$ cat src/rtl/ptc_pkg.sv
// ----------------------------------------------------------------------------
// ptc_pkg: shared types and constants for pressure/temperature compensation
// Defines the request and response beats, the queue entry and register codes.
// ----------------------------------------------------------------------------
package ptc_pkg;

   localparam int CalibWidth = 48;
   localparam int DivSteps = 32;
   localparam int QueueDepth = 4;
   localparam int QueueAw = 2;

   typedef enum logic [1:0] {
      REG_CALIB_T  = 2'd0,
      REG_CALIB_PA = 2'd1,
      REG_CALIB_PB = 2'd2,
      REG_CALIB_PC = 2'd3
   } reg_index_type;

   typedef struct packed {
      logic [7:0]  press_msb;
      logic [7:0]  press_lsb;
      logic [7:0]  press_xlsb;
      logic [7:0]  temp_msb;
      logic [7:0]  temp_lsb;
      logic [7:0]  temp_xlsb;
      logic [31:0] sample_time;
      logic        last_sample;
   } req_type;

   typedef struct packed {
      logic               sample_valid;
      logic               pressure_valid;
      logic signed [31:0] temperature_centi;
      logic [31:0]        pressure_pa;
      logic [31:0]        result_time;
      logic               last_result;
   } rsp_type;

   // front to back: classified sample
   typedef struct packed {
      logic        sample_valid;
      logic [19:0] adc_p;
      logic [19:0] adc_t;
      logic [31:0] sample_time;
      logic        last_sample;
   } item_type;

   function automatic logic [31:0] asr32(input logic [31:0] x, input int n);
      asr32 = 32'($signed(x) >>> n);
   endfunction

   function automatic logic [31:0] sx16(input logic [15:0] v);
      sx16 = {{16{v[15]}}, v};
   endfunction

endpackage

$ cat src/rtl/ptc_queue.sv
// ----------------------------------------------------------------------------
// ptc_queue: short queue between the front and the back
// Holds classified beats; the back drains one per cycle.
// ----------------------------------------------------------------------------
module ptc_queue (
   input  logic              clock,
   input  logic              reset,
   input  logic              push,
   input  ptc_pkg::item_type push_data,
   output logic              pop_valid,
   output ptc_pkg::item_type pop_data
);

   ptc_pkg::item_type mem_ff [ptc_pkg::QueueDepth];
   logic [ptc_pkg::QueueAw:0] wr_ff, rd_ff;
   logic pop;

   assign pop_valid = (wr_ff != rd_ff);
   assign pop = pop_valid;
   assign pop_data = mem_ff[rd_ff[ptc_pkg::QueueAw-1:0]];

   always_ff @(posedge clock) begin
      if (reset) begin
         wr_ff <= '0;
         rd_ff <= '0;
      end else begin
         if (push) wr_ff <= wr_ff + 1'b1;
         if (pop)  rd_ff <= rd_ff + 1'b1;
      end
      if (push) mem_ff[wr_ff[ptc_pkg::QueueAw-1:0]] <= push_data;
   end

endmodule

$ cat config.mk
export PLATFORM = sky130hd
export DESIGN_NAME = ptc_queue
export DESIGN_NICKNAME = d
export VERILOG_FILES = /design/src/rtl/ptc_pkg.sv /design/src/rtl/ptc_queue.sv
export SDC_FILE = /design/constraint.sdc
export NUM_CORES = 1
export LEC_CHECK = 0
export ABC_CLOCK_PERIOD_IN_PS = 7900
export BUFFER_PORTS_ARGS = -buffer_cell sky130_fd_sc_hd__buf_2
export CORE_MARGIN = 1
export CORE_UTILIZATION = 40
export CTS_CLUSTER_DIAMETER = 100
export DETAILED_ROUTE_END_ITERATION = 10
export PLACE_DENSITY_LB_ADDON = 0.08
export SLEW_MARGIN = 20
export SYNTH_ARGS = -nofsm -noshare
export SYNTH_HDL_FRONTEND = slang
export SYNTH_SLANG_ARGS = --single-unit
$ cat constraint.sdc
create_clock -name clock -period 7.9 [get_ports clock]
set_input_delay 0.79 -clock clock [delete_from_list [all_inputs] [get_ports clock]]
set_output_delay 0.79 -clock clock [all_outputs]
set_load 0.1 [all_outputs]
# Word level (Yosys, flattened, before mapping)
# Memory sizes are Yosys's and may differ from the RTL's. A register that Yosys moved wholly into a read port is not among the register bits.
# Index checks and enable logic that the tools add are counted.
[totals] input_bits=77 output_inout_bits=75 ff_bits=6 latchBits=0 elab_cells=10 mem_bits_ro=0 ram_bits=296 mem_count=1
[mem_list] name="mem_ff" depth=4 word_bits=74 rd=1 rd_clocked_by_memory_dff=1 write_ports=1 line="ptc_queue.sv:14" rtl="ptc_pkg::item_type mem_ff [ptc_pkg::QueueDepth];"
[op_classes] n_shift=0 bitwise=0 mux=4 reduce_logical=0 n_addsub=2 div=0 multipliers=0 magnitude_cmp=0 n_eq_ne=1
[ops] cell="$add 3x1->3 const B" count=2
[ops] cell="$mux 2" count=2
[ops] cell="$ne 3x3->1" count=1
[ops] cell="$mux 1" count=2

# Logic depth before layout (Yosys ltp)
[logic_depth] ltp_word=3 mapped_depth=4 ltp_nobuf=4

# Least setup slack after synthesis
# Ideal clock, no wire load.
[synth_timing] path_kind="input -> register" from="input port push" to="memory mem_ff[3][0] (netlist name), enable pin" n_path_buf=0 t_required_ns=7.458 setup_ns=0.442 slack_ns=4.909 arrival_ns=2.550 path_stages=1 path_cell_list="and2_1"
[synth_via] elab_chain_cells=2
[synth_rtl] item="start, declared" line="ptc_queue.sv:8" rtl="input logic push,"
[synth_rtl] item="$mux 1" line="ptc_queue.sv:30" rtl="if (push) mem_ff[wr_ff[ptc_pkg::QueueAw-1:0]] <= push_data;"
[synth_rtl] item="$mux 1 (implied by the code)" line="ptc_queue.sv:30"
[synth_rtl] item="end, declared" line="ptc_queue.sv:14"
# Every way passes these cells.

==> impl_metrics.ini <==
[floorplan]
rows = 60
floorplan.die.height_um = 168.7
coreArea_mm2 = 0.02710
ioPinCount = 152
start_util_pct = 41.00
die_w_um = 168.7
die-area_mm2 = 0.02845

[synthesis]
yosysTopAreaCell = edfxtp_1
synth_nets = 515
synth-async-reset-ratio_pct = 0
synth_area_mm2 = 0.01111
synth.most_common_cell = edfxtp_1
synth_common_cells = edfxtp_1 (296), mux4_2 (74), buf_2 (8), dfxtp_1 (8), buf_6 (7)
synth_edf_count = 296
yosys_warnings = 0
synth_top_area_share_pct = 79.99
synth.distinct_cells = 26
netlist_instances = 433
synth.avg_cell_area_um2 = 25.66
synth_flop_cell = edfxtp_1
synth_seq_cells = 304
ys_top_cells_by_area = edfxtp_1 (80%), mux4_2 (15%), dfxtp_1 (1.4%), buf_6 (0.71%), ha_1 (0.56%)
synth_seq_area_share_pct = 81.43

[clock_network]
cts_resized = 0
cts_root_buf = clkbuf_16
cts_tree = yes
clk_pin_slew_ns = 0.06
cts_buffers = 35
post_cts_buffers = 0
ctsHoldBuffers = 0
clock-sinks = 304
worstSkewPairLatency_ns = 0.50
cts.path.max_buffers = 3
htreeDepth = 2

[sta]
max-slew-margin-rel_pct = 31.40
tns_ns = 0
worstMarginPinSlew_ns = 1.029
fin_skew_ns = 0.01423
hold_violations = 0
min_period_ns = 3.881
worst_slack_ns = 4.019
setup_viol = 0
fmax_mhz = 257.7
slew_viol_final = 0
min_period_over_period_pct = 49.12
whs_ns = 0.5018
rsz0062_at_grt = no

[global_route]
grt_pass1_wl_um = 32130
grt_max_degree = 75
antenna_found_initial = 4
grt_overflow_total = 0
grt_pass1_vias = 5622
track_usage_pct = 15.25

[routing]
routed_wl_um = 21060
wire_per_inst_um = 20.98
vias_per_cell = 5.016
drtIter0Drc = 251
antenna_left = 0
vias = 5036
drt_first_pass_iters = 4
drc = 0

[finish]
nets = 692
fillers = 2239
syn_to_final_growth_pct = 19.66
drive_gt1_share_pct = 44.92

[setup_path]
setup.worst_path.end_class = output port
slowest_stage = dfxtp_4
required_ns = 7.11
worstPathArrival_ns = 3.09
cp_max_fo = 39
cp_cell_sequence = buf_4 -> mux4_2 -> buf_2
crit_type = flop to output port
startpoint_type = flop
cpPeakStageDelay_ns = 0.88

[worst_hold_path]
hold_class = input port to flop

[job]
max-cap-violations = 0

[placement]
dpl.hpwl_um = 11620
dp_slack_ns = 4.350
routabilityCongestion = 0.6534
io_buffers = 151

[outcome]
status = completed
[per-stage QoR]
step | instances | utilization [%] | cell area (um^2)
after floorplan | 433 | - | 11110
after global placement | 945 | 45.27 | 12270
after detailed placement | 945 | 45.29 | 12270
after CTS | 1002 | 49.04 | 13290
after global routing | 1002 | 49.04 | 13290
final | 1004 | 49.06 | 13300
[metal layers]
| layer | wire, um | global-route usage, % | vias to the layer above |
|---|---|---|---|
| met5 | 13 | 0 | - |
| met4 | 399 | 4.229 | 2 |
| met3 | 1455 | 4.466 | 38 |
| met2 | 10390 | 25.51 | 143 |
| met1 | 8806 | 19.39 | 2633 |
| li1 | - | - | 2220 |
[cells in the final DEF, fill, tap and decap left out]
master,netlist,layout
buf_4,0,5
a31oi_1,2,2
a21oi_1,1,1
edfxtp_1,296,296
xnor2_1,2,2
ha_1,5,5
o21ai_0,3,3
clkinvlp_4,0,2
clkinv_2,0,4
and2_4,0,4
or4_1,1,1
buf_2,8,151
nand2_1,1,1
xor2_1,3,3
nor4_1,1,1
mux2i_1,1,1
dfxtp_4,0,2
clkbuf_16,0,37
nor3_1,2,2
clkbuf_1,2,8
nand2b_1,1,1
nor3b_1,2,2
mux4_2,74,74
nand3_1,1,1
or3_2,1,1
diode_2,0,2
inv_1,2,2
or3_1,1,1
dfxtp_1,8,6
clkinv_1,0,5
buf_6,7,1
inv_6,0,1
nor2_1,3,3
o31a_2,1,1
[flip-flops by register name, indices dropped and copies added (netlist names), named ones only]
signal,flops
mem_ff,296
rd_ff,3
wr_ff,3
[area by class of cell]
| class | count | area, um^2 | area share, % |
|---|---|---|---|
| well taps | 372 | 465.4 | 3.501 |
| multi-input cells | 110 | 1939 | 14.59 |
| diodes | 2 | 5.005 | 0.03764 |
| clock buffers | 45 | 955.9 | 7.189 |
| clock inverters | 12 | 62.56 | 0.4705 |
| flip-flops and latches | 304 | 9056 | 68.11 |
| inverters | 2 | 7.507 | 0.05646 |
| repair buffers | 157 | 804.5 | 6.051 |
[path summary, 6_finish.rpt]
kind | endpoint | start | cells after the start | slack, ns
max | pop_data[15] | flop | 3 | 4.02
min | mem_ff[2][22] | push_data[22] | 1 | 0.50
max reg2reg | mem_ff[2][53] | wr_ff[1] | 3 | 5.64
min reg2reg | wr_ff[2] | wr_ff[2] | 2 | 0.54
[critical path: cells and delay by family, from the launching register on]
| family | cells | cell delay, ns |
|---|---|---|
| buf+inv | 2 | 1.07 |
| flops | 1 | 0.88 |
| mux | 1 | 0.61 |
[cell families after synthesis]
logic type / share of synthesized area (%)
compound gates: 0.3827
xor+xnor: 0.3942
fa+ha+maj: 0.5630
buf+inv: 1.205
flops: 81.43
mux: 15.09
simple gates: 0.9346
Power is left out: the tool's default activity adds up to more than one toggle a clock period on the data nets, which glitch-free logic cannot reach.
