`src/rtl/ptc_pkg.sv`:
```
// ----------------------------------------------------------------------------
// ptc_pkg: shared types and constants for pressure/temperature compensation
// Defines the request and response beats, the queue entry and register codes.
// ----------------------------------------------------------------------------
package ptc_pkg;

   localparam int CalibWidth = 48;
   localparam int DivSteps = 32;
   localparam int QueueDepth = 4;
   localparam int QueueAw = 2;

   typedef enum logic [1:0] {
      REG_CALIB_T  = 2'd0,
      REG_CALIB_PA = 2'd1,
      REG_CALIB_PB = 2'd2,
      REG_CALIB_PC = 2'd3
   } reg_index_type;

   typedef struct packed {
      logic [7:0]  press_msb;
      logic [7:0]  press_lsb;
      logic [7:0]  press_xlsb;
      logic [7:0]  temp_msb;
      logic [7:0]  temp_lsb;
      logic [7:0]  temp_xlsb;
      logic [31:0] sample_time;
      logic        last_sample;
   } req_type;

   typedef struct packed {
      logic               sample_valid;
      logic               pressure_valid;
      logic signed [31:0] temperature_centi;
      logic [31:0]        pressure_pa;
      logic [31:0]        result_time;
      logic               last_result;
   } rsp_type;

   // front to back: classified sample
   typedef struct packed {
      logic        sample_valid;
      logic [19:0] adc_p;
      logic [19:0] adc_t;
      logic [31:0] sample_time;
      logic        last_sample;
   } item_type;

   function automatic logic [31:0] asr32(input logic [31:0] x, input int n);
      asr32 = 32'($signed(x) >>> n);
   endfunction

   function automatic logic [31:0] sx16(input logic [15:0] v);
      sx16 = {{16{v[15]}}, v};
   endfunction

endpackage

```
`src/rtl/ptc_front.sv`:
```
// ----------------------------------------------------------------------------
// ptc_front: accept and classify raw sensor samples
// Packs the raw readings, flags all-zero pressure and writes the queue.
// ----------------------------------------------------------------------------
module ptc_front (
   input  logic                 clock,
   input  logic                 reset,
   input  logic                 start,
   input  ptc_pkg::req_type     req_data,
   output logic                 item_valid,
   output ptc_pkg::item_type    item_data
);

   logic              item_valid_ff;
   ptc_pkg::item_type item_data_ff, item_data_in;

   always_comb begin
      item_data_in.sample_valid = (req_data.press_msb != 8'd0) ||
         (req_data.press_lsb != 8'd0) || (req_data.press_xlsb != 8'd0);
      item_data_in.adc_p = {req_data.press_msb, req_data.press_lsb, req_data.press_xlsb[7:4]};
      item_data_in.adc_t = {req_data.temp_msb, req_data.temp_lsb, req_data.temp_xlsb[7:4]};
      item_data_in.sample_time = req_data.sample_time;
      item_data_in.last_sample = req_data.last_sample;
   end

   always_ff @(posedge clock) begin
      if (reset) begin
         item_valid_ff <= 1'b0;
      end else begin
         item_valid_ff <= start;
      end
      item_data_ff <= item_data_in;
   end

   assign item_valid = item_valid_ff;
   assign item_data  = item_data_ff;

endmodule

```
`config.mk`:
```
export PLATFORM = sky130hd
export DESIGN_NAME = ptc_front
export DESIGN_NICKNAME = d
export VERILOG_FILES = /design/src/rtl/ptc_pkg.sv /design/src/rtl/ptc_front.sv
export SDC_FILE = /design/constraint.sdc
export NUM_CORES = 1
export LEC_CHECK = 0
export BUFFER_PORTS_ARGS = -buffer_cell sky130_fd_sc_hd__buf_2
export CELL_PAD_IN_SITES_DETAIL_PLACEMENT = 0
export CELL_PAD_IN_SITES_GLOBAL_PLACEMENT = 2
export CORE_MARGIN = 8
export CORE_UTILIZATION = 20
export DETAILED_ROUTE_END_ITERATION = 8
export GPL_ROUTABILITY_DRIVEN = 0
export GPL_TIMING_DRIVEN = 0
export PLACE_DENSITY_LB_ADDON = 0.1
export SYNTH_ARGS = -nofsm -noshare
export SYNTH_HDL_FRONTEND = slang
export SYNTH_SLANG_ARGS = --single-unit
```
`constraint.sdc`:
```
create_clock -name clock -period 2.1 [get_ports clock]
set_clock_uncertainty 0.2 [all_clocks]
set_input_delay 0.42 -clock clock [delete_from_list [all_inputs] [get_ports clock]]
set_output_delay 0.42 -clock clock [all_outputs]
set_load 0.02 [all_outputs]
```
# After elaboration in Yosys (flattened, before gate mapping)
# Index checks and enable logic that the tools add are counted.
classes:
  n_shift: 0
  mul: 0
  n_reduce_logical: 5
  n_lt_le_gt_ge: 0
  eq_ne: 0
  n_bitwise: 0
  div_mod_pow: 0
  n_addsub: 0
  n_mux: 0
ops:
  columns: ["op", "n"]
  rows:
  - ["8-bit nonzero test", 3]
  - ["1-bit logical OR", 2]
word_totals:
  ram_bits: 0
  word_cells: 11
  romBits: 0
  memories: 0
  in_bits: 84
  latchBits: 0
  out_inout_bits: 75
  ff_bits: 75

# Logic depth before layout (Yosys ltp)
# Gate-level depths: netlist of the first run.
depth:
  word_depth: 3
  mapped_depth: 3
  depth_no_buf: 3

# Worst setup path after synthesis of the first run
# Ideal clock, no wire load.
synth_timing:
  path_type: "in2reg"
  start: "input port req_data[64] (netlist name)"
  end: "register item_data_ff (netlist bit item_data[73])"
  t_required_ps: 1772
  path_buffers: 0
  arrival_ps: 891
  setup_ps: 128
  slack_ps: 881
  stages: 3
  path_cell_list: "nor4_1 > and4_1 > nand3_1"
synth_lines:
  columns: ["element", "line", "text"]
  rows:
  - ["from (decl)", "ptc_front.sv:9", "input ptc_pkg::req_type req_data,"]
  - ["to (signal assigned)", "ptc_front.sv:32", "item_data_ff <= item_data_in;"]
  - ["to (decl)", "ptc_front.sv:15", "ptc_pkg::item_type item_data_ff, item_data_in;"]

==> results of run 1 <==
==> flip-flops by register name (all words and copies together) (netlist names) <==
name and flops:
item_data 74, item_valid 1
==> power by group <==
group          total [mW]  switching (mW)  leakage, nW  internal, mW
Clock               0.909           0.491       0.0819         0.418
Combinational       0.362           0.172        0.919         0.191
Sequential           1.51          0.0144        0.632          1.50
==> what timing repair did <==
item	in CTS	in global routing
setup buffers	0	0
hold buffers	73	0
endpoints found under the hold margin	73	0
==> kinds of logic after synthesis <==
group / after synthesis / synth area share
flip-flops: 75 / 0.963
AND/OR/NAND/NOR: 9 / 0.0369
==> synthesized netlist by cell type (all sizes together) <==
cell type	instances
nor4	6
nor2b	1
dfxtp	75
and4	1
nand3	1
==> layout make-up <==
cell class                 count  share of cell area
clock buffer                  10              0.0381
clock inverter                 5             0.00935
timing repair buffer         227               0.449
multi-input combinational      9              0.0172
sequential                    75               0.449
tap                          102              0.0381
==> layer usage <==
layer	track usage	wire, µm	vias up
li1	-	-	748
met2	0.160	2400	114
met1	0.0928	2120	654
met3	0.0824	920	9
met5	0	0	-
met4	0.0558	109	0
==> worst max path at each step <==
| stage | slack (ps) | end |
|---|---|---|
| floorplan | 880 | item_data[73] |
| global placement | 590 | item_data[73] |
| detailed placement | 590 | item_data[73] |
| CTS | 410 | item_data[73] |
| global route | 360 | item_data[73] |
| finish | 380 | item_data[73] |
==> stage by stage <==
stage / hold WS, ps / std cells / total power [mW] / instance area [µm²] / utilization
floorplan: 248 / 84 / 1.65 / 1560 / -
global placement: 322 / 340 / 1.80 / 2460 / 0.321
detailed placement: 324 / 340 / 1.80 / 2460 / 0.321
CTS: 8.00 / 428 / 2.85 / 3350 / 0.438
global route: 18.4 / 428 / 2.93 / 3350 / 0.438
finish: 51.2 / 428 / 2.78 / 3350 / 0.438
==> cells in the final DEF (no fill, tap or decap) <==
cell / count
clkinv_4: 1
dlygate4sd3_1: 73
nand3_1: 1
buf_2: 154
clkbuf_1: 1
clkinvlp_4: 1
clkbuf_8: 9
dfxtp_1: 75
and4_1: 1
nor4_1: 6
clkinv_2: 3
nor2b_1: 1
==> flow_summary.json, run 1 <==
{
  "first_iter_violations": 16,
  "cpLargestDelayFamily": "buffers and inverters",
  "multi_input_area_um2": 57.6,
  "wl_mm": 5.55,
  "hold_path_class": "in -> reg",
  "hold_end": "item_valid",
  "worst_pin_slew_ps": 298,
  "period_share": 0.821,
  "ir_drop_uv": 378,
  "seqCellArea_um2": 1500,
  "min_path_cells": 2,
  "yosysTopAreaCell": "dfxtp_1",
  "synth_top_area_share": 0.963,
  "maxSlewHeadroom": 0.800,
  "path_clk_slew_ps": 70,
  "synth_warnings": 0,
  "power_density_nw_per_um2": 831,
  "port_buffers": 154,
  "fin_crit_ps": 1720,
  "drc_errors": 0,
  "die_x_um": 104,
  "syn_inst": 84,
  "slew_violations": 0,
  "synth_sequential_area_ratio": 0.963,
  "max_freq_ghz": 0.580,
  "syn-cell-area_um2": 1560,
  "drtPass1Iterations": 4,
  "synth_seq_cells": 75,
  "antenna_found_initial": 0,
  "place_ws_ps": 589,
  "vias_per_cell": 3.56,
  "io_pins": 159,
  "start_kind": "input port",
  "syn-mean-instance-area_um2": 18.6,
  "worstPathRequired_ps": 2120,
  "cp_slowest_cell": "dlygate4sd3_1",
  "path_depth": 5,
  "die_h_um": 104,
  "cts_max_level": 3,
  "outcome": "finished clean",
  "synth_fp_nets": 168,
  "layout-drive-gt1-share": 0.515,
  "finalSetupViolCount": 0,
  "synth_cell_types": 5,
  "overflow": 0,
  "ant_nets": 0,
  "crit_start": "req_data[78]",
  "timing.final.ws_setup_ps": 375,
  "row_count": 32,
  "cts_resized": 0,
  "clock-sinks": 75,
  "diodes": 0,
  "arrival_ps": 1740,
  "nFillCells": 729,
  "cap_violations": 0,
  "critPathBufInv": 2,
  "path_class": "in -> reg",
  "grt_max_degree": 13,
  "start_util": 0.204,
  "grt_util_all_layers": 0.103,
  "grt_pass1_wl_mm": 8.74,
  "crit_fanout": 2,
  "cellLeakagePower_nw": 1.63,
  "rsz0062_at_grt": "false",
  "syn_to_final_growth_pct": 115,
  "wl_per_cell_um": 13.0,
  "cts_buffers": 9,
  "dieArea_um2": 10900,
  "clockBufferDepth": 2,
  "vias": 1525,
  "hold_violations": 0,
  "layout.nets": 406,
  "grt_pass1_vias": 1714,
  "dpl.hpwl_mm": 3.91,
  "endpoint_kind": "register",
  "fin_setup_tns_ps": 0,
  "path_cells": "dlygate4sd3_1, buf_2, nor4_1, and4_1, nand3_1",
  "cts_tree": "done",
  "root_buffer": "clkbuf_8",
  "slowest_delay_ps": 550,
  "coreArea_um2": 7650,
  "min_from": "reset",
  "yosys-top-cells-area": "dfxtp_1, nor4_1, and4_1, nor2b_1, nand3_1"
}
Note: power is estimated with default switching activity, not from simulation.
==> run 2: changes to the inputs <==
--- a/config.mk
+++ b/config.mk
@@ -5,11 +5,12 @@
 export SDC_FILE = /design/constraint.sdc
 export NUM_CORES = 1
 export LEC_CHECK = 0
+export ABC_AREA = 1
 export BUFFER_PORTS_ARGS = -buffer_cell sky130_fd_sc_hd__buf_2
 export CELL_PAD_IN_SITES_DETAIL_PLACEMENT = 0
 export CELL_PAD_IN_SITES_GLOBAL_PLACEMENT = 2
 export CORE_MARGIN = 8
-export CORE_UTILIZATION = 20
+export CORE_UTILIZATION = 17
 export DETAILED_ROUTE_END_ITERATION = 8
 export GPL_ROUTABILITY_DRIVEN = 0
 export GPL_TIMING_DRIVEN = 0
==> constraint.sdc (replaced) <==
create_clock -name clock -period 1.45 [get_ports clock]
set_clock_uncertainty 0.2 [all_clocks]
set_input_delay 0.29 -clock clock [delete_from_list [all_inputs] [get_ports clock]]
set_output_delay 0.29 -clock clock [all_outputs]
set_load 0.02 [all_outputs]
==> run 2 against run 1 <==
Net effect:
- sequential share of layout area is 1.3 points lower
- wire length rose by 3.8%
- flip-flop and latch count stayed put
- die area is 17% higher
- non-clock buffer count rose by 2
- largest power group unchanged
- total power increased by 54%
- worst hold slack lost 8.7 ps
==> flow_summary.json, run 2 <==
{
  "cp_slowest_cell": "dlygate4sd3_1",
  "cts_resized": 0,
  "start_kind": "input port",
  "cts_setup_buffers": 0,
  "synthArstFlopShare": 0,
  "io_pins": 159,
  "hold_path_class": "in -> reg",
  "synth-simple-area-share": 0.0550,
  "synth-compound-area-share": 0,
  "port_buffers": 154,
  "synth_top_family_by_area": "simple AND/OR/NAND/NOR gates",
  "hold_buffers": 75,
  "synth_adder_area_share": 0,
  "final_common_cell": "buf_2",
  "synth-edff-count": 0,
  "outcome": "finished clean",
  "power_density_nw_per_um2": 1240,
  "synth_seq_cells": 75,
  "grt_max_degree": 14,
  "layout-drive-gt1-share": 0.491,
  "arrival_ps": 1320,
  "min_from": "req_data[57]",
  "max_freq_ghz": 0.768,
  "maxSlewHeadroom": 0.919,
  "wl_mm": 5.76,
  "seqCellArea_um2": 1500,
  "antenna_found_initial": 0,
  "path_class": "in -> reg",
  "synthMuxAreaShare": 0,
  "row_count": 35,
  "path_cells": "dlygate4sd3_1, buf_2, nor2_1, nand2_1, nor2_1, nand3_1",
  "largest_reg_flops": 74,
  "worstPathRequired_ps": 1470,
  "slowest_delay_ps": 540,
  "clock-sinks": 75,
  "grt_pass1_vias": 1733,
  "syn-mean-instance-area_um2": 16.1,
  "synth_fp_nets": 183,
  "min_path_cells": 5,
  "yosys-top-cells-area": "dfxtp_1, nor2_1, nand2_1, nand3_1, inv_1",
  "first_iter_violations": 40,
  "cpLargestDelayFamily": "buffers and inverters",
  "cellLeakagePower_nw": 1.68,
  "ir_drop_uv": 461,
  "cap_violations": 0,
  "drtPass1Iterations": 4,
  "syn-cell-area_um2": 1590,
  "die_h_um": 113,
  "dpl.hpwl_mm": 4.01,
  "grt_util_all_layers": 0.0913,
  "endpoint_kind": "register",
  "synth_most_common_cell": "dfxtp_1",
  "clockBufferDepth": 2,
  "finalSetupViolCount": 0,
  "hold_end": "item_data[73]",
  "synth_sequential_area_ratio": 0.943,
  "syn_inst": 99,
  "vias_per_cell": 3.42,
  "overflow": 0,
  "cts_buffers": 9,
  "start_util": 0.174,
  "die_x_um": 113,
  "critPathBufInv": 2,
  "synth_xor_xnor_area_share": 0,
  "yosysTopAreaCell": "dfxtp_1",
  "rsz0062_at_grt": "false",
  "dieArea_um2": 12700,
  "diodes": 0,
  "cts_max_level": 3,
  "layout.nets": 423,
  "synth_warnings": 0,
  "p_total_mw": 4.28,
  "nFillCells": 877,
  "period_share": 0.898,
  "coreArea_um2": 9150,
  "vias": 1555,
  "syn_to_final_growth_pct": 116,
  "drc_errors": 0,
  "crit_fanout": 2,
  "hold_violations": 0,
  "path_clk_slew_ps": 70,
  "ant_nets": 0,
  "synth_top_area_share": 0.943,
  "synth_commonest_cells": "dfxtp_1, nor2_1, nand2_1",
  "ys.flop_type": "dfxtp_1",
  "fin_setup_tns_ps": 0,
  "synth_cell_types": 5,
  "root_buffer": "clkbuf_8",
  "wl_per_cell_um": 12.7,
  "worst_pin_slew_ps": 122,
  "crit_top_cell": "nor2_1",
  "final_cell_mix": "buf_2, dlygate4sd3_1, dfxtp_1, nor2_1, clkbuf_8",
  "cts_tree": "done",
  "fin_crit_ps": 1300,
  "slew_violations": 0,
  "multi_input_area_um2": 87.6,
  "grt_pass1_wl_mm": 8.98
}
## run 2: cell count changes in the layout (fill, tap and decap cells not counted)
| cell | delta |
|---|---|
| nand2_1 | +6 |
| inv_1 | +1 |
| and4_1 | -1 |
| clkinv_2 | -2 |
| nor2_1 | +16 |
| nor2b_1 | -1 |
| clkinvlp_4 | +2 |
| dlygate4sd3_1 | +2 |
| bufinv_16 | +1 |
| nor4_1 | -6 |
## run 2: final cells by class
cell class / count / share of cell area
multi-input cells: 23 / 0.0254
clock inverters: 6 / 0.0192
clock buffers: 10 / 0.0370
flip-flops and latches: 75 / 0.436
repair buffers: 229 / 0.441
well taps: 111 / 0.0403
inverters: 1 / 0.00109
## run 2: power by group
group | leakage (nW) | total (mW) | switching, mW | internal [mW]
clock network | 0.0885 | 1.55 | 0.756 | 0.795
registers | 0.632 | 2.19 | 0.0212 | 2.17
logic | 0.955 | 0.537 | 0.255 | 0.282
## run 2: logic make-up (layout without fill, tap and decap cells)
| kind of cell | count (synthesis) | in the layout |
|---|---|---|
| DFF | 75 | 75 |
| buffers and inverters | 1 | 246 |
| and+or+nand+nor | 23 | 23 |
## run 2: worst min-delay path, delay by kind of cell
kind,cells,cell delay (ps)
buffers and inverters,1,70
AND/OR/NAND/NOR,4,170
## run 2: worst max path at each step
stage                          endpoint  depth (start not counted)          start
final                     item_data[73]                          6   req_data[68]
after global routing      item_data[38]                          1  item_data[38]
after global placement    item_data[73]                          5   req_data[80]
after detailed placement  item_data[73]                          5   req_data[66]
after floorplan           item_data[73]                          4   req_data[64]
after CTS                 item_data[31]                          1  item_data[31]
## run 2: through the flow
step                      cells  hold slack [ps]  instance area (µm²)  utilization  setup slack (ps)
after floorplan              99              118                 1590            -               556
after global placement      364              193                 2500        0.273               346
after detailed placement    364              194                 2500        0.273               333
after CTS                   455             16.5                 3450        0.377               115
after global routing        455             51.6                 3450        0.377              81.3
final                       455             42.5                 3450        0.377               148
## run 2: layer usage
metal / global-route usage / share of wire / vias to the layer above / wire length, µm
li1: - / - / 781 / -
met5: 0 / 0 / - / 0
met4: 0.0495 / 0.019 / 0 / 111
met3: 0.0548 / 0.15 / 10 / 860
met1: 0.0908 / 0.37 / 655 / 2150
met2: 0.146 / 0.46 / 109 / 2640
==> run 3: changes to the inputs <==
--- a/config.mk
+++ b/config.mk
@@ -10,7 +10,7 @@
 export CELL_PAD_IN_SITES_DETAIL_PLACEMENT = 0
 export CELL_PAD_IN_SITES_GLOBAL_PLACEMENT = 2
 export CORE_MARGIN = 8
-export CORE_UTILIZATION = 17
+export CORE_UTILIZATION = 19
 export DETAILED_ROUTE_END_ITERATION = 8
 export GPL_ROUTABILITY_DRIVEN = 0
 export GPL_TIMING_DRIVEN = 0
==> constraint.sdc (replaced) <==
create_clock -name clock -period 1.33 [get_ports clock]
set_clock_uncertainty 0.2 [all_clocks]
set_input_delay 0.266 -clock clock [delete_from_list [all_inputs] [get_ports clock]]
set_output_delay 0.266 -clock clock [all_outputs]
set_load 0.02 [all_outputs]
==> run 3 against run 2 <==
Net effect:
- final cell count is 1.3% lower
- sequential share of layout area is 0.53 points lower
- total power is 16% higher
- critical endpoint is now item_data[27]
- setup slack worse by 110 ps
- clock-buffer cell count is 2 higher
- critical path type is now reg -> out
- global-route usage is 0.77 points higher
- non-clock buffer count stayed put
- worst hold slack worse by 28 ps
==> flow_summary.json, run 3 (synthesis results as in run 2) <==
{
  "outcome": "finished clean",
  "io_pins": 159,
  "place_ws_ps": 227,
  "layout.nets": 423,
  "grt_pass1_wl_mm": 8.76,
  "cap_violations": 0,
  "dpl.hpwl_mm": 4.09,
  "period_share": 0.971,
  "grt_util_all_layers": 0.0989,
  "die_h_um": 108,
  "start_kind": "register",
  "overflow": 0,
  "finalSetupViolCount": 0,
  "internal_power_mw": 3.83,
  "critPathBufInv": 1,
  "row_count": 33,
  "drc_errors": 0,
  "cellLeakagePower_nw": 1.71,
  "ant_nets": 0,
  "root_buffer": "clkbuf_8",
  "slew_violations": 0,
  "vias": 1555,
  "diodes": 0,
  "crit_fanout": 1,
  "cts_max_level": 3,
  "clock_power_share": 0.398,
  "min_path_cells": 5,
  "cts_buffers": 9,
  "fin_crit_ps": 1290,
  "port_buffers": 154,
  "dieArea_um2": 11600,
  "slowest_delay_ps": 330,
  "start_util": 0.195,
  "p_switching_mw": 1.11,
  "largest_reg_flops": 74,
  "cts_setup_buffers": 0,
  "layoutNonFillerInstCount": 449,
  "clockBufferDepth": 2,
  "maxSlewHeadroom": 0.923,
  "drtPass1Iterations": 4,
  "path_cells": "buf_2",
  "final_core_util": 0.427,
  "min_from": "req_data[57]",
  "endpoint_kind": "output port",
  "fin_setup_tns_ps": 0,
  "cpLargestDelayFamily": "flip-flops",
  "cts_tree": "done",
  "dpl_cell_area_um2": 2490,
  "grt_pass1_vias": 1706,
  "final_common_cell": "buf_2",
  "ir_drop_uv": 602,
  "cp_slowest_cell": "dfxtp_1",
  "die_x_um": 108,
  "final_cell_mix": "buf_2, dlygate4sd3_1, dfxtp_1, nor2_1, clkbuf_8",
  "grt_max_degree": 13,
  "wl_mm": 5.77,
  "hold_end": "item_data[73]",
  "first_iter_violations": 29,
  "clock-sinks": 75,
  "rsz0062_at_grt": "false",
  "final_cell_area_um2": 3490,
  "p_total_mw": 4.94,
  "arrival_ps": 830,
  "wl_per_cell_um": 12.9,
  "worst_pin_slew_ps": 115,
  "combPwrFrac": 0.119,
  "timing.final.ws_setup_ps": 38.7,
  "sw_frac_of_total": 0.225,
  "layout-drive-gt1-share": 0.497,
  "hold_path_class": "in -> reg",
  "syn_to_final_growth_pct": 119,
  "coreArea_um2": 8180,
  "dp_cells": 358,
  "path_class": "reg -> out",
  "worstPathRequired_ps": 860,
  "power_density_nw_per_um2": 1420,
  "hold_violations": 0,
  "antenna_found_initial": 0,
  "vias_per_cell": 3.46,
  "max_freq_ghz": 0.774,
  "path_depth": 1,
  "seq_power_share": 0.483,
  "path_clk_slew_ps": 70,
  "hold_slack_ps": 14.9
}
==> run 3: changes by cell type in the layout (fill, tap and decap cells not counted), moves of 2 or more <==
cell / before / now
buf_2: 154 / 148
buf_4: 0 / 6
clkbuf_8: 9 / 11
clkinvlp_4: 3 / 1
==> run 3: what timing repair did <==
action | CTS | global route
resized for setup | 0 | 9
hold buffers | 75 | 0
endpoints found under the hold margin | 74 | 0
setup endpoints to repair | 0 | 7
==> run 3: tightest hold or removal path: cells and delay by family <==
kind	cells	cell delay, ps
simple gates	4	180
buf+inv	1	70
==> run 3: per-layer routing <==
metal	routed length, µm	GRT usage
met1	2100	0.0949
met2	2850	0.168
met3	737	0.0551
met4	93	0.0476
met5	0	0
==> run 3: area by class of cell <==
type,instances,area [µm²]
multi-input cells,23,90.1
inverters,1,3.75
well taps,105,131
repair buffers,229,1540
fillers,769,4680
clock buffers,12,155
clock inverters,4,72.6
flip-flops and latches,75,1500
==> run 3: how the worst max path moves through the flow <==
| stage | to | slack, ps | startpoint |
|---|---|---|---|
| 2_1_floorplan | item_data[73] | 460 | req_data[64] |
| 3_3_place_gp | item_data[73] | 260 | req_data[64] |
| 3_5_place_dp | item_data[73] | 230 | req_data[66] |
| 4_1_cts | item_data[11] | 20 | item_data[11] |
| 5_1_grt | item_data[63] | 0.3 | item_data[63] |
| 6_report | item_data[27] | 40 | item_data[27] |
==> run 3: power by group through the flow <==
stage               clock network, mW  registers, mW  logic [mW]
floorplan                           0           2.60      0.0114
global placement                    0           2.44       0.417
detailed placement                  0           2.44       0.415
CTS                              2.05           2.39       0.591
global route                     2.14           2.40       0.631
finish                           1.97           2.39       0.589
